[src/sv/qks_pkg.sv]
// ============================================================================
// qks_pkg
// shared constants and types for the quicksort key sorter
// ============================================================================
package qks_pkg;

    localparam int MAX_KEYS  = 64;
    localparam int KEY_WIDTH = 32;
    localparam int IDX_W     = $clog2(MAX_KEYS);
    localparam int CNT_W     = $clog2(MAX_KEYS + 1);
    localparam int RANGE_W   = 2 * IDX_W;
    localparam int STACK_W   = IDX_W;

    localparam logic [0:0] REG_DESCENDING  = 1'b0;
    localparam logic [0:0] REG_SIGNED_KEYS = 1'b1;

    typedef logic [KEY_WIDTH-1:0] key_t;
    typedef logic [IDX_W-1:0]     idx_t;

    // true when a must come strictly before b
    function automatic logic key_before(input key_t a, input key_t b,
                                        input logic desc, input logic sgn);
        key_t va;
        key_t vb;
        va = a;
        vb = b;
        if (sgn)
        begin
            va[KEY_WIDTH-1] = ~va[KEY_WIDTH-1];
            vb[KEY_WIDTH-1] = ~vb[KEY_WIDTH-1];
        end
        if (desc)
        begin
            va = ~va;
            vb = ~vb;
        end
        return va < vb;
    endfunction

endpackage

[src/sv/qks_ram.sv]
// ============================================================================
// qks_ram
// generic single-port ram with registered read
// ============================================================================
module qks_ram #(
    parameter int WIDTH = 8,
    parameter int DEPTH = 16
) (
    input  logic                     clk,
    input  logic                     we,
    input  logic [$clog2(DEPTH)-1:0] addr,
    input  logic [WIDTH-1:0]         wdata,
    output logic [WIDTH-1:0]         rdata
);

    logic [WIDTH-1:0] mem [DEPTH];

    always_ff @(posedge clk)
    begin
        if (we)
        begin
            mem[addr] <= wdata;
        end
        rdata <= mem[addr];
    end

endmodule

[src/sv/quicksort_key_sorter.sv]
// ============================================================================
// quicksort_key_sorter
// loads a set of keys, sorts them in place with hole-style quicksort on an
// explicit range stack, then streams them out in order
// ============================================================================
//  channel  | signals                                  | handshake
//  ---------+------------------------------------------+-------------------
//  input    | start, busy, key, last                   | start & !busy
//  result   | res_valid, sorted_key, final_res, dropped| strobe, no stall
//  config   | cfg_valid, cfg_ready, cfg_index, cfg_data| valid & ready
//
//  loading writes each key straight into the key ram; the sort then runs on
//  the single key ram port, and output reads each key in S_ORD and presents
//  it in S_OUT. busy stays high from the closing key until the last result.
//  reset clears the state, key count, overflow flag, stack pointer and the
//  config registers.
module quicksort_key_sorter
    import qks_pkg::*;
(
    input  logic                  clk,
    input  logic                  rst_n,
    input  logic                  start,
    output logic                  busy,
    input  logic [31:0]           key,
    input  logic                  last,
    output logic                  res_valid,
    output logic [31:0]           sorted_key,
    output logic                  final_res,
    output logic                  dropped,
    input  logic                  cfg_valid,
    output logic                  cfg_ready,
    input  logic [0:0]            cfg_index,
    input  logic [31:0]           cfg_data
);

    typedef enum logic [14:0] {
        S_LOAD  = 15'b000000000000001,
        S_POP   = 15'b000000000000010,
        S_RDLO  = 15'b000000000000100,
        S_RDMID = 15'b000000000001000,
        S_RDHI  = 15'b000000000010000,
        S_MED   = 15'b000000000100000,
        S_RDPV  = 15'b000000001000000,
        S_JRD   = 15'b000000010000000,
        S_JCMP  = 15'b000000100000000,
        S_IRD   = 15'b000001000000000,
        S_ICMP  = 15'b000010000000000,
        S_PLACE = 15'b000100000000000,
        S_PUSH  = 15'b001000000000000,
        S_ORD   = 15'b010000000000000,
        S_OUT   = 15'b100000000000000
    } state_t;

    state_t state_reg, state_next;
    logic   desc_reg, sgn_reg;
    logic   sdesc_reg, ssgn_reg;
    logic [CNT_W-1:0] count_reg, count_next;
    logic   ovf_reg, ovf_next;
    logic [STACK_W:0] sp_reg, sp_next;
    idx_t   lo_reg, lo_next, hi_reg, hi_next, i_reg, i_next, j_reg, j_next;
    idx_t   m_reg, m_next;
    key_t   a_reg, a_next, b_reg, b_next, pv_reg, pv_next;

    logic   k_we, s_we;
    idx_t   k_addr;
    key_t   k_wdata, k_rdata;
    logic [STACK_W-1:0] s_addr;
    logic [RANGE_W-1:0] s_wdata, s_rdata;

    qks_ram #(.WIDTH(KEY_WIDTH), .DEPTH(MAX_KEYS)) u_keys (
        .clk(clk), .we(k_we), .addr(k_addr), .wdata(k_wdata), .rdata(k_rdata)
    );

    qks_ram #(.WIDTH(RANGE_W), .DEPTH(MAX_KEYS)) u_stack (
        .clk(clk), .we(s_we), .addr(s_addr), .wdata(s_wdata), .rdata(s_rdata)
    );

    assign cfg_ready = 1'b1;
    assign busy      = (state_reg != S_LOAD);

    always_ff @(posedge clk or negedge rst_n)
    begin
        if (!rst_n)
        begin
            desc_reg <= 1'b0;
            sgn_reg  <= 1'b0;
        end
        else if (cfg_valid)
        begin
            case (cfg_index)
                REG_DESCENDING:  desc_reg <= cfg_data[0];
                REG_SIGNED_KEYS: sgn_reg  <= cfg_data[0];
                default: ;
            endcase
        end
    end

    logic cmp_jp, cmp_pi, c_ab, c_bc, c_ac;
    assign cmp_jp = key_before(k_rdata, pv_reg, sdesc_reg, ssgn_reg);
    assign cmp_pi = key_before(pv_reg, k_rdata, sdesc_reg, ssgn_reg);
    assign c_ab   = key_before(a_reg, b_reg, sdesc_reg, ssgn_reg);
    assign c_bc   = key_before(b_reg, k_rdata, sdesc_reg, ssgn_reg);
    assign c_ac   = key_before(a_reg, k_rdata, sdesc_reg, ssgn_reg);

    logic [IDX_W:0] mid_w;
    assign mid_w = ({1'b0, lo_reg} + {1'b0, hi_reg}) >> 1;

    always_comb
    begin
        state_next = state_reg;
        count_next = count_reg;
        ovf_next   = ovf_reg;
        sp_next    = sp_reg;
        lo_next    = lo_reg;
        hi_next    = hi_reg;
        i_next     = i_reg;
        j_next     = j_reg;
        m_next     = m_reg;
        a_next     = a_reg;
        b_next     = b_reg;
        pv_next    = pv_reg;
        k_we       = 1'b0;
        k_addr     = i_reg;
        k_wdata    = key;
        s_we       = 1'b0;
        s_addr     = sp_reg[STACK_W-1:0];
        s_wdata    = {lo_reg, hi_reg};
        res_valid  = 1'b0;
        case (state_reg)
            S_LOAD:
            begin
                k_addr = count_reg[IDX_W-1:0];
                if (start)
                begin
                    if (count_reg < CNT_W'(MAX_KEYS))
                    begin
                        k_we       = 1'b1;
                        count_next = count_reg + 1'b1;
                    end
                    else
                    begin
                        ovf_next = 1'b1;
                    end
                    if (last)
                    begin
                        i_next = '0;
                        if (count_next >= CNT_W'(2))
                        begin
                            s_we       = 1'b1;
                            s_addr     = '0;
                            s_wdata    = {idx_t'(0), idx_t'(count_next - 1'b1)};
                            sp_next    = (STACK_W+1)'(1);
                            state_next = S_POP;
                        end
                        else
                        begin
                            state_next = S_ORD;
                        end
                    end
                end
            end
            S_POP:
            begin
                if (sp_reg == '0)
                begin
                    i_next     = '0;
                    state_next = S_ORD;
                end
                else
                begin
                    s_addr     = STACK_W'(sp_reg - 1'b1);
                    sp_next    = sp_reg - 1'b1;
                    state_next = S_RDLO;
                end
            end
            S_RDLO:
            begin
                lo_next = s_rdata[RANGE_W-1:IDX_W];
                hi_next = s_rdata[IDX_W-1:0];
                k_addr  = s_rdata[RANGE_W-1:IDX_W];
                if (s_rdata[RANGE_W-1:IDX_W] >= s_rdata[IDX_W-1:0])
                    state_next = S_POP;
                else
                    state_next = S_RDMID;
            end
            S_RDMID:
            begin
                a_next     = k_rdata;
                k_addr     = mid_w[IDX_W-1:0];
                m_next     = mid_w[IDX_W-1:0];
                state_next = S_RDHI;
            end
            S_RDHI:
            begin
                b_next     = k_rdata;
                k_addr     = hi_reg;
                state_next = S_MED;
            end
            S_MED:
            begin
                if (c_ab)
                begin
                    if (c_bc)
                    begin
                        pv_next = b_reg;
                    end
                    else if (c_ac)
                    begin
                        pv_next = k_rdata;
                        m_next  = hi_reg;
                    end
                    else
                    begin
                        pv_next = a_reg;
                        m_next  = lo_reg;
                    end
                end
                else
                begin
                    if (c_ac)
                    begin
                        pv_next = a_reg;
                        m_next  = lo_reg;
                    end
                    else if (c_bc)
                    begin
                        pv_next = k_rdata;
                        m_next  = hi_reg;
                    end
                    else
                    begin
                        pv_next = b_reg;
                    end
                end
                state_next = S_RDPV;
            end
            S_RDPV:
            begin
                // hole moves to lo: copy key_store[lo] into pivot slot
                k_we       = 1'b1;
                k_addr     = m_reg;
                k_wdata    = a_reg;
                i_next     = lo_reg;
                j_next     = hi_reg;
                state_next = S_JRD;
            end
            S_JRD:
            begin
                k_addr = j_reg;
                if (i_reg < j_reg) state_next = S_JCMP;
                else               state_next = S_PLACE;
            end
            S_JCMP:
            begin
                if (!cmp_jp && (i_reg < j_reg))
                begin
                    j_next     = j_reg - 1'b1;
                    k_addr     = j_reg - 1'b1;
                    if (i_reg < j_reg - 1'b1) state_next = S_JCMP;
                    else                      state_next = S_IRD;
                end
                else
                begin
                    k_we       = 1'b1;
                    k_addr     = i_reg;
                    k_wdata    = k_rdata;
                    state_next = S_IRD;
                end
            end
            S_IRD:
            begin
                k_addr     = i_reg;
                state_next = S_ICMP;
            end
            S_ICMP:
            begin
                if (i_reg < j_reg && !cmp_pi)
                begin
                    i_next     = i_reg + 1'b1;
                    k_addr     = i_reg + 1'b1;
                    state_next = S_ICMP;
                end
                else
                begin
                    k_we       = 1'b1;
                    k_addr     = j_reg;
                    k_wdata    = k_rdata;
                    state_next = S_JRD;
                end
            end
            S_PLACE:
            begin
                k_we       = 1'b1;
                k_addr     = i_reg;
                k_wdata    = pv_reg;
                state_next = S_PUSH;
                if ({1'b0, i_reg} + 1'b1 < {1'b0, hi_reg})
                begin
                    s_we    = 1'b1;
                    s_wdata = {idx_t'(i_reg + 1'b1), hi_reg};
                    sp_next = sp_reg + 1'b1;
                end
            end
            S_PUSH:
            begin
                state_next = S_POP;
                if ({1'b0, i_reg} > {1'b0, lo_reg} + 1'b1)
                begin
                    s_we    = 1'b1;
                    s_wdata = {lo_reg, idx_t'(i_reg - 1'b1)};
                    sp_next = sp_reg + 1'b1;
                end
            end
            S_ORD:
            begin
                k_addr = i_reg;
                if (count_reg == '0)
                begin
                    ovf_next   = 1'b0;
                    state_next = S_LOAD;
                end
                else
                begin
                    state_next = S_OUT;
                end
            end
            S_OUT:
            begin
                res_valid = 1'b1;
                if ({1'b0, i_reg} + 1'b1 == count_reg)
                begin
                    count_next = '0;
                    ovf_next   = 1'b0;
                    state_next = S_LOAD;
                end
                else
                begin
                    i_next     = i_reg + 1'b1;
                    state_next = S_ORD;
                end
            end
            default: state_next = S_LOAD;
        endcase
    end

    assign sorted_key = k_rdata;
    assign final_res  = ({1'b0, i_reg} + 1'b1 == count_reg);
    assign dropped    = ovf_reg;

    always_ff @(posedge clk or negedge rst_n)
    begin
        if (!rst_n)
        begin
            state_reg <= S_LOAD;
            count_reg <= '0;
            ovf_reg   <= 1'b0;
            sp_reg    <= '0;
        end
        else
        begin
            state_reg <= state_next;
            count_reg <= count_next;
            ovf_reg   <= ovf_next;
            sp_reg    <= sp_next;
        end
    end

    always_ff @(posedge clk)
    begin
        lo_reg    <= lo_next;
        hi_reg    <= hi_next;
        i_reg     <= i_next;
        j_reg     <= j_next;
        m_reg     <= m_next;
        a_reg     <= a_next;
        b_reg     <= b_next;
        pv_reg    <= pv_next;
        if (state_reg == S_LOAD && start && last)
        begin
            sdesc_reg <= desc_reg;
            ssgn_reg  <= sgn_reg;
        end
    end

endmodule

[config.mk]
export PLATFORM = sky130hd
export DESIGN_NAME = quicksort_key_sorter
export DESIGN_NICKNAME = d
export VERILOG_FILES = /design/src/sv/qks_pkg.sv /design/src/sv/qks_ram.sv /design/src/sv/quicksort_key_sorter.sv
export SDC_FILE = /design/constraint.sdc
export NUM_CORES = 2
export LEC_CHECK = 0
export BUFFER_PORTS_ARGS = -buffer_cell sky130_fd_sc_hd__buf_2
export CORE_MARGIN = 1
export CORE_UTILIZATION = 50
export CTS_BUF_LIST = sky130_fd_sc_hd__clkbuf_16
export DETAILED_ROUTE_END_ITERATION = 6
export HOLD_SLACK_MARGIN = 0.06
export PLACE_DENSITY = 0.65
export SETUP_SLACK_MARGIN = 0.3
export SYNTH_ARGS = -nofsm -noshare
export SYNTH_HDL_FRONTEND = slang
export SYNTH_SLANG_ARGS = --single-unit
[constraint.sdc]
create_clock -name clk -period 14.3 [get_ports clk]
set_clock_uncertainty 0.15 [all_clocks]
set_input_delay 1.43 -clock clk [delete_from_list [all_inputs] [get_ports clk]]
set_output_delay 1.43 -clock clk [all_outputs]
set_load 0.005 [all_outputs]
# == Word-level counts from Yosys, hierarchy flattened ==
# Memories as Yosys holds them, arrays and structs flattened. A register that Yosys moved wholly into a read port is not among the register bits.
# Index checks and enable logic that the tools add are counted.
# word_totals
mem_bits_rw,2816
inputBits,70
latch_bits,0
romBits,0
memories,2
ff_bits,160
out_inout_bits,37
# op_classes
magnitude_cmp,12
n_shift,0
mul,0
n_mux,90
n_eq_ne,32
n_bitwise,9
reduce_logical,24
add_sub_neg,10
n_div,0
# memory_table
memory,depth,width,rd,rd_ports_with_merged_regs,write_ports,line,rtl
u_keys.mem,64,32,1,1,1,qks_ram.sv:16,logic [WIDTH-1:0] mem [DEPTH];
u_stack.mem,64,12,1,1,1,qks_ram.sv:16,
# ops
cell,count
$mux 32,11
$pmux 15 s15,1
$lt 32x32->1,5
$not 32->32,4
$pmux 32 s4,1
$mux 6,18
$mux 7,11
$mux 12,5
$mux 15,4
$pmux 6 s8,1
$mux 14,3
$pmux 12 s3,1
$pmux 6 s2,3
$pmux 6 s5,1
$pmux 7 s4,1
$ne 2x2->1 const B,13
$mux 1,22
$sub 6x1->6 const B,3
$eq 15x1->1 const B,1
$eq 15x10->1 const B,1
$eq 15x11->1 const B,1
$eq 15x12->1 const B,1
$eq 15x13->1 const B,1
$eq 15x14->1 const B,1
other kinds (44),63

# == Depth between registers and ports, before layout ==
# depth
depth_word,11
ltp_mapped,24

# == Cells and area by module ==
# Synthesis repeated with hierarchy kept, for this count alone.
# hier_totals
cells_unflattened,7766
hier_area_um2,122839.1
# by_module_without_submodules
mod,area_per_inst_um2,cells_each,n_inst
qks_ram (u_keys),78860.6,4530,1
qks_ram (u_stack),30003.8,1747,1
quicksort_key_sorter,13974.7,1489,1

# == Least setup slack after synthesis ==
# Ideal clock, no wire load.
# synth_timing
kind,flip-flop to flip-flop
start,register sdesc_reg
end,memory u_keys.mem[10][0] (netlist name) (enable)
setup_time_ps,421
n_path_buf,10
synth_period_minus_slack_ps,7027
arrival_ps,6456
path_stages_with_launch,23
setup_slack_ps,7273
cell_sequence,edfxtp_1 > buf_2 > clkbuf_1 > buf_1 > buf_1 > xnor2_1 > ha_1 > nand4_2 > nor4_2 > and2_1 > a221o_1 > buf_2 > nor2_1 > o311a_1 > o31a_1 > buf_6 > buf_2 > buf_2 > buf_2 > buf_2 > nor2_1 > nand2_1 > nor2_1
# synth_via
elab_chain_len,8
# synth_lines
element,line,rtl
"start, declared",quicksort_key_sorter.sv:56,"logic sdesc_reg, ssgn_reg;"
"start signal, assigned",quicksort_key_sorter.sv:380,sdesc_reg <= desc_reg;
$mux 32,qks_pkg.sv:32,if (desc)
$lt 32x32->1,qks_pkg.sv:37,return va < vb;
"$logic_not 1->1, on equally long branches","quicksort_key_sorter.sv:277, quicksort_key_sorter.sv:255",
"$logic_and 1x1->1, on equally long branches","quicksort_key_sorter.sv:277, quicksort_key_sorter.sv:255",
"$mux 1, on equally long branches","quicksort_key_sorter.sv:277, quicksort_key_sorter.sv:255",
$pmux 1 s4,quicksort_key_sorter.sv:129,case (state_reg)
$mux 1,qks_ram.sv:20,if (we)
$mux 1 (implied by the code),qks_ram.sv:22,mem[addr] <= wdata;
"end, declared",qks_ram.sv:16,
# Parallel ways exist; a longest one is shown, timed or not.

# == Worst setup path in the final report ==
# layout_timing
start,register sdesc_reg
end,register u_keys.rdata[12] (read register of u_keys.mem)
# layout_via
elab_chain_len,6
# layout_lines
element,line,rtl
$mux 32,qks_pkg.sv:32,
$lt 32x32->1,qks_pkg.sv:37,
"$logic_not 1->1, on equally long branches","quicksort_key_sorter.sv:277, quicksort_key_sorter.sv:255",
"$logic_and 1x1->1, on equally long branches","quicksort_key_sorter.sv:277, quicksort_key_sorter.sv:255",
"$mux 6, on equally long branches","quicksort_key_sorter.sv:277, quicksort_key_sorter.sv:255",
$pmux 6 s8 (*),quicksort_key_sorter.sv:129,
"end, declared",qks_ram.sv:13,output logic [WIDTH-1:0] rdata
# Mark *: on every way between the ends. The rest lies on a longest branch, timed or not.
# A chain may end at the register's enable or synchronous reset.

==> run summary <==
==================================================================================
Most used flip-flop cell after synthesis                              sky130_fd_sc_hd__edfxtp_1
Total of buffers placed on input and output ports                               74
Critical path peak fanout                                                      131
Worst slew pin tran                                                       1.394 ns
Clock slew at reported path FFs                                            0.06 ns
Period utilisation layout                                                   0.5970
Multiplexer share of the synthesized area                                  0.03205
Register with the most flip-flops                                       u_keys.mem
Number of vias in the routed layout                                         78.31k
RSZ-0062 raised after global routing                                            no
Endpoint type of the worst setup path                                         flop
Outcome                                                                  completed
Simple-gate share of the synthesized area                                   0.1108
Largest net degree at the start of global routing                              169
Number of clock buffers inserted by TritonCTS                                  310
Maximum vdd drop                                                          296.3 uV
Critical path startpoint category                                             flop
Synthesized-area fraction occupied by adder cells                          0.01692
Clock H-tree levels                                                              5
Sequential-to-total area share from yosys stat                              0.7279
Total count of hold-check failures in the final report                           0
Post-cts gate resize count                                                       0
Top cell by count, worst path                                         sky130_fd_sc_hd__buf_4
PD cells                                                              219.0 mW/mm2
GRT overflow                                                                     0
Setup TNS after final layout                                                  0 ns
Critical path class                                                     reg -> reg
Number of library cell types mapped by synthesis                               104
Starting DRT DRC Count                                                      10.59k
Top post-synthesis cells by area                                      sky130_fd_sc_hd__edfxtp_1 71%, sky130_fd_sc_hd__nand2_1 4.6%, sky130_fd_sc_hd__nand3_1 2.9%
Required time at the worst-slack endpoint                                 14.97 ns
Post-layout utilization of the core                                         0.5634
MaxCap Viol Count                                                                0
Layout Nets                                                                  9,159
Crit-path cells                                                       buf_12 -> xnor2_1 -> xor2_1 -> ha_1 -> nand4_2 -> nor4_2 -> and2_1 -> a221o_1 -> o21a_1 -> o31ai_4 -> buf_4 -> or2_4 -> nand2_2 -> buf_4 -> o22ai_1 -> o21ai_0 -> nand4_1 -> or3_1
Minimum clock period                                                      8.537 ns
Largest family of logic cells by synthesized area                     simple AND/OR/NAND/NOR gates
Routed via count divided by cell count                                       6.331
Dpl hpwl                                                                202,800 um
Count of nets left with antenna violations after detail routing                  0
Global-route wire length before repair                                  512,800 um
Min-Delay Path Class                                                    reg -> reg
Routed WL per cell                                                        29.04 um
Flip-flop and latch count after synthesis                                    3,020
Number of cells produced by synthesis                                        8,771
Count of pins over their slew limit                                              0
Post-detailed-routing wire length                                       359,200 um
Initial Util                                                                0.5032
Standard cell with the maximum stage delay on the critical path       sky130_fd_sc_hd__nand2_2
Post-CTS setup buffer count                                                      0
Biggest regs                                                          u_keys.mem: 2048 flops, u_stack.mem: 768 flops
Async set or reset register ratio after synthesis                          0.01060
Power, Total                                                              30.34 mW
Post-cts hold buffer count                                                       0
Clock tree from TritonCTS                                                     done
Data arrival, critical path                                                9.21 ns
Clock tree sinks                                                             3,020
Fraction of synthesized cell area in xor and xnor cells                    0.01146
Yosys warning total                                                              0
Top-level port count                                                           107
Highest clock rate                                                       117.1 MHz
Insertion delay to the later sink of the worst-skew pair                   0.96 ns
Largest area contributor in the netlist                               sky130_fd_sc_hd__edfxtp_1
Die Y-Extent                                                              499.5 um
Std cell rows                                                                  182
Final-layout worst hold slack                                            0.2795 ns
Top cells by count, synth                                             2,944 x sky130_fd_sc_hd__edfxtp_1, 1,512 x sky130_fd_sc_hd__nand2_1, 714 x sky130_fd_sc_hd__nand3_1, 340 x sky130_fd_sc_hd__mux2i_1, 287 x sky130_fd_sc_hd__nor2_1
Final RePlAce weighted congestion                                           0.8940
Count of flip-flops with a built-in enable after synthesis                   2,944
Area of the die                                                         0.2495 mm2
Area added between synthesis and finish                                     11.97%
Fraction of layout instances using a drive strength above 1                 0.1087
Drt pass-1 iters                                                                 6
Leakage component of the power                                            47.70 nW
Remaining routing DRC violations                                                 0
Cell with the most instances after synthesis                          sky130_fd_sc_hd__edfxtp_1
Post-Synthesis Cell Area                                                0.1238 mm2
Via count of the first global-routing pass                                  74.40k
Flip-flop count of the largest register, all copies and words added          2,048
Core box area                                                           0.2459 mm2
Master cell of the clock root buffer                                  sky130_fd_sc_hd__clkbuf_16
Nets in the synthesized netlist                                              9,007
Post-Synthesis Mean Instance Area                                        14.11 um2
Share of Yosys cell area claimed by the top area cell type                  0.7143
Antenna violations before repair                                                26
Compound-Gate Fraction of Synth Area                                       0.07990
Die Span X                                                                499.5 um
GRT Total Usage                                                             0.2821
Largest stage delay on the critical path                                   0.69 ns
Clock Path Buffers                                                               4
Max-slew headroom at the worst pin                                         0.04669
Total setup violations reported at the end of the flow                           0
==================================================================================
kinds of logic after synthesis:
| family | after synthesis |
|---|---|
| compound gates | 1419 |
| xor+xnor | 162 |
| fa+ha+maj | 167 |
| buf+inv | 614 |
| flops | 3020 |
| mux | 379 |
| other cells | 1 |
| simple gates | 3009 |
where the power goes:
part / total, mW / switching, mW / internal (mW) / leakage, nW
clock network: 7.54 / 3.26 / 4.28 / 4.87
registers: 10.7 / 0.254 / 10.5 / 27.3
logic: 12.1 / 8.64 / 3.46 / 15.5
layer usage:
layer / wire length (um) / share of wire / GRT usage / vias up
met5: 103 / 0.00029 / 0 / -
met4: 12120 / 0.034 / 0.09763 / 16
met3: 37940 / 0.11 / 0.06024 / 611
met2: 167500 / 0.47 / 0.4452 / 4320
met1: 141500 / 0.39 / 0.3880 / 39430
li1: - / - / - / 33930
final cells by class:
class / count / area [um2]
multi-input combinational: 5137 / 32080
tap: 3220 / 4029
sequential: 3020 / 90090
antenna: 8 / 20.02
clock inverter: 216 / 1416
clock buffer: 314 / 7858
inverter: 83 / 311.5
fill: 19030 / 107400
timing repair buffer: 371 / 2763
worst paths after layout:
check / from / end / slack [ns] / cells after the start
hold / removal: u_stack.rdata[2] / hi_reg[2] / 0.28 / 0
setup reg to reg: sdesc_reg / u_keys.rdata[12] / 5.76 / 18
min in group asynchronous: rst_n / state_reg[2] / 0.47 / 1
max in group asynchronous: rst_n / state_reg[6] / 12.93 / 1
hold reg to reg: u_stack.rdata[2] / hi_reg[2] / 0.28 / 0
setup / recovery: sdesc_reg / u_keys.rdata[12] / 5.76 / 18
metrics by stage:
stage               setup WS [ns]  std cells  cell area (um2)
finish                      5.763      12370           138600
global route                5.566      12370           138600
CTS                         5.804      12360           138500
detailed placement          5.825      11830           129300
global placement            6.063      11830           129300
floorplan                   7.273       8771           123800
worst max-delay path: cells and delay by family (launching register included):
kind	cells	cell delay, ns
buffers and inverters	3	1.57
adders and majority gates	1	0.38
xor gates and xnor gates	2	0.63
and+or+nand+nor	7	3.37
DFF	1	0.39
AOI/OAI and AO/OA	5	1.74
placed cells by master, fill, tap and decap left out, types with 43 or more instances in the layout:
master / n
sky130_fd_sc_hd__edfxtp_1: 2944
sky130_fd_sc_hd__nand2_1: 1507
sky130_fd_sc_hd__nand3_1: 693
sky130_fd_sc_hd__mux2i_1: 338
sky130_fd_sc_hd__clkbuf_16: 314
sky130_fd_sc_hd__buf_4: 284
sky130_fd_sc_hd__a21oi_1: 226
sky130_fd_sc_hd__a22oi_1: 226
sky130_fd_sc_hd__nor2_1: 215
sky130_fd_sc_hd__nand4_1: 192
sky130_fd_sc_hd__o21ai_0: 182
sky130_fd_sc_hd__ha_1: 165
sky130_fd_sc_hd__inv_1: 163
sky130_fd_sc_hd__o22ai_1: 147
sky130_fd_sc_hd__a211oi_1: 111
sky130_fd_sc_hd__xor2_1: 106
sky130_fd_sc_hd__a22o_1: 95
sky130_fd_sc_hd__nor3b_1: 77
sky130_fd_sc_hd__buf_2: 74
sky130_fd_sc_hd__a221oi_1: 69
sky130_fd_sc_hd__a31oi_1: 69
sky130_fd_sc_hd__nor2_4: 69
sky130_fd_sc_hd__clkinv_1: 63
sky130_fd_sc_hd__a311oi_1: 59
sky130_fd_sc_hd__xnor2_1: 56
sky130_fd_sc_hd__a21o_1: 50
sky130_fd_sc_hd__dfxtp_1: 44
sky130_fd_sc_hd__clkinv_2: 43
(Power assumes the default switching activity.)
